--- config.mk ---
export PLATFORM = sky130hd
export DESIGN_NAME = evsa_calc
export DESIGN_NICKNAME = d
export VERILOG_FILES = /design/src/evsa_pkg.sv /design/src/evsa_calc.sv
export SDC_FILE = /design/constraint.sdc
export NUM_CORES = 2
export LEC_CHECK = 0
export ABC_AREA = 0
export BUFFER_PORTS_ARGS = -buffer_cell sky130_fd_sc_hd__buf_2
export CORE_MARGIN = 2
export CORE_UTILIZATION = 55
export DETAILED_ROUTE_END_ITERATION = 16
export PLACE_DENSITY = 0.74
export SLEW_MARGIN = 0
export SYNTH_ARGS = -nofsm -noshare
export SYNTH_HDL_FRONTEND = slang
export SYNTH_SLANG_ARGS = --single-unit
export TNS_END_PERCENT = 10
--- constraint.sdc ---
create_clock -name clk_i -period 1.13 [get_ports clk_i]
set_clock_uncertainty 0.15 [all_clocks]
set_input_delay 0.226 -clock clk_i [delete_from_list [all_inputs] [get_ports clk_i]]
set_output_delay 0.226 -clock clk_i [all_outputs]
set_load 0.05 [all_outputs]
--- src/evsa_pkg.sv ---
// Package for the echo voice slot assigner: word types, slot entry layout,
// command, outcome and register codes, and sizing constants. No dependencies.
`default_nettype none

package evsa_pkg;

  localparam int SLOT_COUNT = 256;
  localparam int SLOT_W     = $clog2(SLOT_COUNT);
  localparam int CNT_W      = ($clog2(SLOT_COUNT + 1) > 9) ? $clog2(SLOT_COUNT + 1) : 9;

  localparam logic [SLOT_W-1:0] LAST_IDX   = SLOT_W'(SLOT_COUNT - 1);
  localparam logic [SLOT_W-1:0] FIRST_IDX  = SLOT_W'(1);
  localparam logic [CNT_W-1:0]  SAT_ACTIVE = CNT_W'(511);

  localparam logic [16:0] BLEND_ONE = 17'h10000;

  localparam int CFG_IDX_W  = 3;
  localparam int CFG_DATA_W = 32;

  typedef enum logic [1:0] {
    CMD_TICK   = 2'd0,
    CMD_FRAME  = 2'd1,
    CMD_ASSIGN = 2'd2,
    CMD_NONE   = 2'd3
  } cmd_e;

  typedef enum logic [2:0] {
    OUT_NONE  = 3'd0,
    OUT_MATCH = 3'd1,
    OUT_FREE  = 3'd2,
    OUT_STEAL = 3'd3,
    OUT_DROP  = 3'd4
  } outcome_e;

  typedef enum logic [CFG_IDX_W-1:0] {
    REG_MATCH_RADIUS  = 3'd0,
    REG_STEAL_CEILING = 3'd1,
    REG_DECAY         = 3'd2,
    REG_SMOOTHING     = 3'd3,
    REG_SILENCE       = 3'd4
  } cfg_reg_e;

  typedef struct packed {
    logic [1:0]         cmd;
    logic signed [15:0] pos_x;
    logic signed [15:0] pos_y;
    logic signed [15:0] pos_z;
    logic signed [15:0] norm_x;
    logic signed [15:0] norm_y;
    logic signed [15:0] norm_z;
    logic [15:0]        goal_freq;
    logic [15:0]        goal_amp;
    logic [15:0]        echo_delay;
    logic [15:0]        pulse_width;
    logic [15:0]        time_step;
  } in_word_t;

  typedef struct packed {
    logic [7:0] slot;
    logic [2:0] outcome;
    logic [8:0] active_slots;
  } out_word_t;

  typedef struct packed {
    logic               active;
    logic signed [15:0] pos_x;
    logic signed [15:0] pos_y;
    logic signed [15:0] pos_z;
    logic signed [15:0] norm_x;
    logic signed [15:0] norm_y;
    logic signed [15:0] norm_z;
    logic [15:0]        freq;
    logic [15:0]        goal_freq;
    logic [15:0]        amp;
    logic [15:0]        goal_amp;
    logic [15:0]        echo_delay;
    logic [15:0]        pulse_width;
  } slot_entry_t;

  localparam slot_entry_t ENTRY_RESET = '{pulse_width: 16'd3277, default: '0};

  // Slot entry as read from memory, one stage after the address.
  typedef struct packed {
    logic              valid;
    logic [SLOT_W-1:0] idx;
    slot_entry_t       entry;
  } stage_t;

  // Registered products of the arithmetic stage.
  typedef struct packed {
    logic               valid;
    logic [SLOT_W-1:0]  idx;
    slot_entry_t        entry;
    logic signed [35:0] prod_a;
    logic signed [35:0] prod_b;
    logic signed [35:0] prod_c;
  } calc_t;

endpackage

`default_nettype wire

--- src/evsa_calc.sv ---
// Arithmetic stage of the slot scan: three shared 18x18 multipliers, registered.
// Depends on evsa_pkg.
`default_nettype none

module evsa_calc import evsa_pkg::*; (
  input  logic               clk_i,
  input  logic               rst_ni,
  input  stage_t             stage_i,
  input  cmd_e               cmd_i,
  input  logic [16:0]        blend_i,
  input  logic [15:0]        decay_i,
  input  logic signed [15:0] point_x_i,
  input  logic signed [15:0] point_y_i,
  input  logic signed [15:0] point_z_i,
  output calc_t              calc_o
);

  logic signed [16:0] dfreq, damp, dx, dy, dz;
  logic signed [17:0] a0, a1, b0, b1, c0, c1;
  logic               valid_q;
  logic [SLOT_W-1:0]  idx_q;
  slot_entry_t        entry_q;
  logic signed [35:0] prod_a_q, prod_b_q, prod_c_q;

  always_comb begin
    dfreq = $signed({1'b0, stage_i.entry.goal_freq}) - $signed({1'b0, stage_i.entry.freq});
    damp  = $signed({1'b0, stage_i.entry.goal_amp}) - $signed({1'b0, stage_i.entry.amp});
    dx    = $signed({stage_i.entry.pos_x[15], stage_i.entry.pos_x})
          - $signed({point_x_i[15], point_x_i});
    dy    = $signed({stage_i.entry.pos_y[15], stage_i.entry.pos_y})
          - $signed({point_y_i[15], point_y_i});
    dz    = $signed({stage_i.entry.pos_z[15], stage_i.entry.pos_z})
          - $signed({point_z_i[15], point_z_i});
    a0 = '0;
    a1 = '0;
    b0 = '0;
    b1 = '0;
    c0 = '0;
    c1 = '0;
    case (cmd_i)
      CMD_TICK: begin
        a0 = {dfreq[16], dfreq};
        a1 = {1'b0, blend_i};
        b0 = {damp[16], damp};
        b1 = {1'b0, blend_i};
      end
      CMD_FRAME: begin
        a0 = {2'b00, stage_i.entry.goal_amp};
        a1 = {2'b00, decay_i};
      end
      CMD_ASSIGN: begin
        a0 = {dx[16], dx};
        a1 = {dx[16], dx};
        b0 = {dy[16], dy};
        b1 = {dy[16], dy};
        c0 = {dz[16], dz};
        c1 = {dz[16], dz};
      end
      default: begin
        a0 = '0;
      end
    endcase
  end

  always_ff @(posedge clk_i or negedge rst_ni) begin
    if (!rst_ni) begin
      valid_q <= 1'b0;
    end else begin
      valid_q <= stage_i.valid;
    end
  end

  always_ff @(posedge clk_i) begin
    idx_q    <= stage_i.idx;
    entry_q  <= stage_i.entry;
    prod_a_q <= a0 * a1;
    prod_b_q <= b0 * b1;
    prod_c_q <= c0 * c1;
  end

  assign calc_o = '{valid: valid_q, idx: idx_q, entry: entry_q,
                    prod_a: prod_a_q, prod_b: prod_b_q, prod_c: prod_c_q};

endmodule

`default_nettype wire

After elaboration in Yosys (flattened, before gate mapping)

Cells that the tools add are included.

Flip-flop bits (word level): 310
Input bits: 287
Output and inout port bits: 310
Logic and storage cells: 34

Add/subtract/negate cells: 5
Multipliers: 3
Eq/ne operators: 2
Muxes and demuxes: 5
Reductions and logical operators: 1

Operators by type and width:

| kind                 | count |
|---|---|
| $mul A18 B18 Y36     | 3 |
| $pmux W18 S3         | 2 |
| $sub A16 B16 Y17     | 5 |
| $pmux W18 S2         | 2 |
| $mux W18             | 1 |
| $eq A2 B1 Y1 const B | 1 |
| $eq A2 B2 Y1 const B | 1 |
| $logic_not A2 Y1     | 1 |

Depth between registers and ports, before layout

Word-level depth: 3
Depth in mapped cells: 37

Least setup slack after synthesis

Ideal clock, no wire load.

Path type: in2reg
Start point: in stage_i[160] (netlist name)
End point: reg prod_b_q[35]
Library setup time: 0.072 ns
Arrival time: 7.707 ns
Setup slack: -6.799 ns
Stages on the path: 35
Path buffers: 1
Path through: inv_1 > ha_1 > fa_1 > nor2b_1 > o31ai_1 > a21oi_1 > o211ai_1 > nand3_1 > a41oi_2 > o221ai_2 > inv_2 > a21o_2 > buf_6 > nand2_1 > fa_1 > inv_1 > fa_1 > fa_1 > inv_1 > fa_1 > inv_1 > fa_1 > inv_1 > fa_1 > inv_1 > ha_1 > and3_1 > a22o_1 > a2111o_1 > a21oi_2 > o21ai_1 > a211o_1 > a31o_1 > a21oi_1 > xnor2_1

Cells in the longest elaborated chain, start to end: 3
Elaborated cells on any way between the ends: 4
Classes of those cells: add/sub: 1; mul: 1; mux: 2

RTL lines:

| what                 | line            | RTL |
|---|---|---|
| from (decl)          | evsa_calc.sv:8  | `input stage_t stage_i,` |
| $sub A16 B16 Y17 (*) | evsa_calc.sv:31 | `- $signed({point_y_i[15], point_y_i});` |
| $pmux W18 S2         | evsa_calc.sv:40 | `case (cmd_i)` |
| $mul A18 B18 Y36 (*) | evsa_calc.sv:77 | `prod_b_q <= b0 * b1;` |
| to (signal assigned) | evsa_calc.sv:77 |  |
| to (decl)            | evsa_calc.sv:23 | `logic signed [35:0] prod_a_q, prod_b_q, prod_c_q;` |

Every way passes the cells marked *; elsewhere a longest branch is shown, timed or not.

Worst setup path in the final report

Start point: in stage_i[182] (netlist name)
End point: reg prod_a_q[32]

Cells in the longest elaborated chain, start to end: 3
Elaborated cells on any way between the ends: 4
Classes of those cells: add/sub: 1; mul: 1; mux: 2

RTL lines:

| what                 | line            | RTL |
|---|---|---|
| $sub A16 B16 Y17 (*) | evsa_calc.sv:29 | `- $signed({point_x_i[15], point_x_i});` |
| $pmux W18 S3         | evsa_calc.sv:40 |  |
| $mul A18 B18 Y36 (*) | evsa_calc.sv:76 | `prod_a_q <= a0 * a1;` |
| to (signal assigned) | evsa_calc.sv:76 |  |
| to (decl)            | evsa_calc.sv:23 |  |

Marked as above.

==> results_dict.tcl <==
set metrics [dict create \
    slowest_delay_ns 0.58 \
    die_h_um 287 \
    clock-sinks 309 \
    route.met2.wl_um 81900 \
    rows 103 \
    crit_top_cell "fa_1" \
    holdCritStartpoint "stage_i[22]" \
    path_buf_inv 9 \
    finalSetupViolCount 415 \
    ios 597 \
    multi_input_area_mm2 0.0368 \
    totalWireLength_um 178000 \
    cts_tree "yes" \
    synthArstFlopShare_pct 0.324 \
    synth_flop_cell "dfxtp_1" \
    syn_area_per_cell_um2 9.34 \
    core_mm2 0.0793 \
    start_util_pct 55.7 \
    critPathTopFamily "adder cells" \
    crit_fanout 8 \
    ant_nets 0 \
    first_pass_iters 6 \
    worst_pin_slew_ns 0.641 \
    cts_root_buffer "clkbuf_16" \
    syn_to_final_growth_pct 46.7 \
    synth-seq-cells 309 \
    cap_violations 0 \
    highest_layer "met5" \
    end_kind "flip-flop" \
    netlist_area_mm2 0.0441 \
    start_kind "input pin" \
    min_path_cells 2 \
    drc 0 \
    cts.htree.levels 2 \
    place_ws_ns -7.42 \
    cp.required_ns 1.53 \
    route.met3.wl_um 20200 \
    post-route-util_pct 81.7 \
    wl_met1_um 63300 \
    place.gp.congestion 1.08 \
    clk_transition_reported_paths_ns 0.07 \
    grt.total_usage_pct 42.7 \
    grt_pass1_vias 45272 \
    num_vias 41630 \
    fp.dieArea_mm2 0.0825 \
    overflow 0 \
    ir_worst_vdd_mv 5.04 \
    synth_edf_count 0 \
    crit_type "input pin to flip-flop" \
    maxSlewViolCount 0 \
    violations "setup timing" \
    netlist_instances 4726 \
    grt_pass1_wl_um 263000 \
    powerDensity_mw_per_mm2 2660 \
    min_to "calc_o[130]$_DFF_P_" \
    leakagePower_uw 0.0333 \
    arrival_ns 8.07 \
    relSlewSlack_pct 57.3 \
    nNetsFinal 8169 \
    ys_warn_count 0 \
    final_layout_size_suffix_gt1_share_pct 38.0 \
    crit_slowest_cell "fa_1" \
    wl_per_cell_um 23.1 \
    fill_cells 4691 \
    synth_cell_type_count 88 \
    ys_seq_area_share_pct 14.0 \
    drt_iter0_drc 2920 \
    portBuffers 595 \
    setup_ws_ns -6.54 \
    min_period_ns 7.67 \
    hold_path.class "input pin to flip-flop" \
    status "complete, but fails checks" \
    rsz0062_at_grt "yes" \
    cts_made_buffers 36 \
    grt_max_degree 31 \
    hpwl_um 137000 \
    dieWidth_um 287 \
    max_freq_ghz 0.130 \
    min_period_over_period_pct 679 \
    hold_viol 0 \
    viasPerCell 5.40 \
    ff_latch_area_mm2 0.00619 \
    antenna_found_initial 46 \
    clockBufferDepth 3 \
]
==> final cells by class <==
cell class | instances | share of cell area [%]
repair buffers | 1941 | 22.4
clock buffers | 47 | 1.56
diodes | 34 | 0.131
clock inverters | 19 | 0.473
inverters | 1183 | 7.00
well taps | 1050 | 2.03
flip-flops and latches | 309 | 9.56
multi-input cells | 3126 | 56.8
==> cell usage in the layout (no fill, tap or decap), drive strengths merged, types with 13 or more instances in the layout <==
cell type and count:
o21ai 85, buf 1736, and2 62, inv 1179, a21o 55, clkinv 13
and3 20, a211oi 13, fa 927, o31ai 14, mux2i 13, nand2 473
nand3 31, dfxtp 308, o21a 45, a21oi 144, clkbuf 48, xor2 36
xnor2 119, diode 34, nand2b 53, dlygate4sd3 204, nor2 403, o21bai 15
ha 358, nor3 52, nor2b 46
==> what timing repair did <==
| action | in CTS | in global routing |
|---|---|---|
| setup buffers | 126 | 59 |
| resized for setup | 603 | 243 |
| hold buffers | 204 | 0 |
| pin swaps | 375 | 202 |
| hold endpoints to repair | 203 | 0 |
| cloned | 0 | 0 |
| endpoints found under the setup margin | 415 | 415 |
==> logic make-up (layout without fill, tap and decap cells) <==
group	count (synthesis)	in the layout	synth area share, %
buf+inv	1293	3190	11.1
fa+ha+maj	1285	1285	52.2
simple gates	1186	1186	11.8
compound gates	481	481	7.43
flops	309	309	14.0
xor+xnor	155	155	3.08
mux	16	16	0.371
other cells	1	37	0.00850
==> per-stage QoR <==
step / hold slack [ns] / TNS (ns) / instance area [um^2] / power [uW] / cells
2_1_floorplan: -0.220 / -526.58 / 45100 / 88100 / 4728
4_1_cts: 0.0887 / -656.54 / 63300 / 159000 / 7622
6_report: 0.113 / -673.00 / 64800 / 172000 / 7709
3_3_place_gp: -0.150 / -614.77 / 56500 / 126000 / 7238
3_5_place_dp: -0.148 / -621.09 / 56500 / 128000 / 7238
5_1_grt: 0.0993 / -696.45 / 64700 / 183000 / 7699
==> power breakdown <==
group	switching, uW	internal, uW	leakage (uW)
Combinational	78000	66400	0.0301
Clock	5410	7810	0.000638
Sequential	851	14000	0.00261
Total	84200	88200	0.0333
==> per-layer routing <==
layer  track usage (%)  vias up
li1                  -    17969
met2              67.7     2418
met4              24.7       28
met3              13.7      678
met5                 0        -
met1              51.4    20537
==> sequential cells by signal, summed over array words and instances, names as in the netlist <==
register,flops
prod_a_q,36
idx_q,8
calc_o,193
prod_c_q,35
valid_q,1
prod_b_q,36
==> cell usage after synthesis (all sizes together), types with 15 or more instances <==
cell / number / area share (%)
ha: 358 / 10
buf: 29 / 0.35
clkbuf: 81 / 0.69
a21o: 55 / 0.94
nor2: 403 / 3.4
o21a: 45 / 0.77
nor3: 52 / 0.65
and3: 20 / 0.28
o21ai: 85 / 0.96
a21oi: 144 / 1.7
o21bai: 15 / 0.26
and2: 62 / 0.88
nand3: 31 / 0.35
fa: 927 / 42
nor2b: 46 / 0.67
inv: 1175 / 10
dfxtp: 308 / 14
xor2: 36 / 0.71
nand2b: 53 / 0.75
nand2: 473 / 4.0
xnor2: 119 / 2.4
==> how the worst max path moves through the flow <==
| stage | from | end | slack, ns | cells after the start |
|---|---|---|---|---|
| floorplan | stage_i[160] | prod_b_q[35]$_DFF_P_ | -6.39 | 35 |
| global placement | stage_i[49] | prod_b_q[35]$_DFF_P_ | -7.35 | 32 |
| detailed placement | stage_i[49] | prod_b_q[35]$_DFF_P_ | -7.42 | 32 |
| CTS | stage_i[160] | prod_b_q[35]$_DFF_P_ | -6.35 | 38 |
| global route | stage_i[176] | prod_a_q[35]$_DFF_P_ | -6.69 | 38 |
| finish | stage_i[182] | prod_a_q[32]$_DFF_P_ | -6.54 | 34 |
Power figures use the tool's default switching activity.
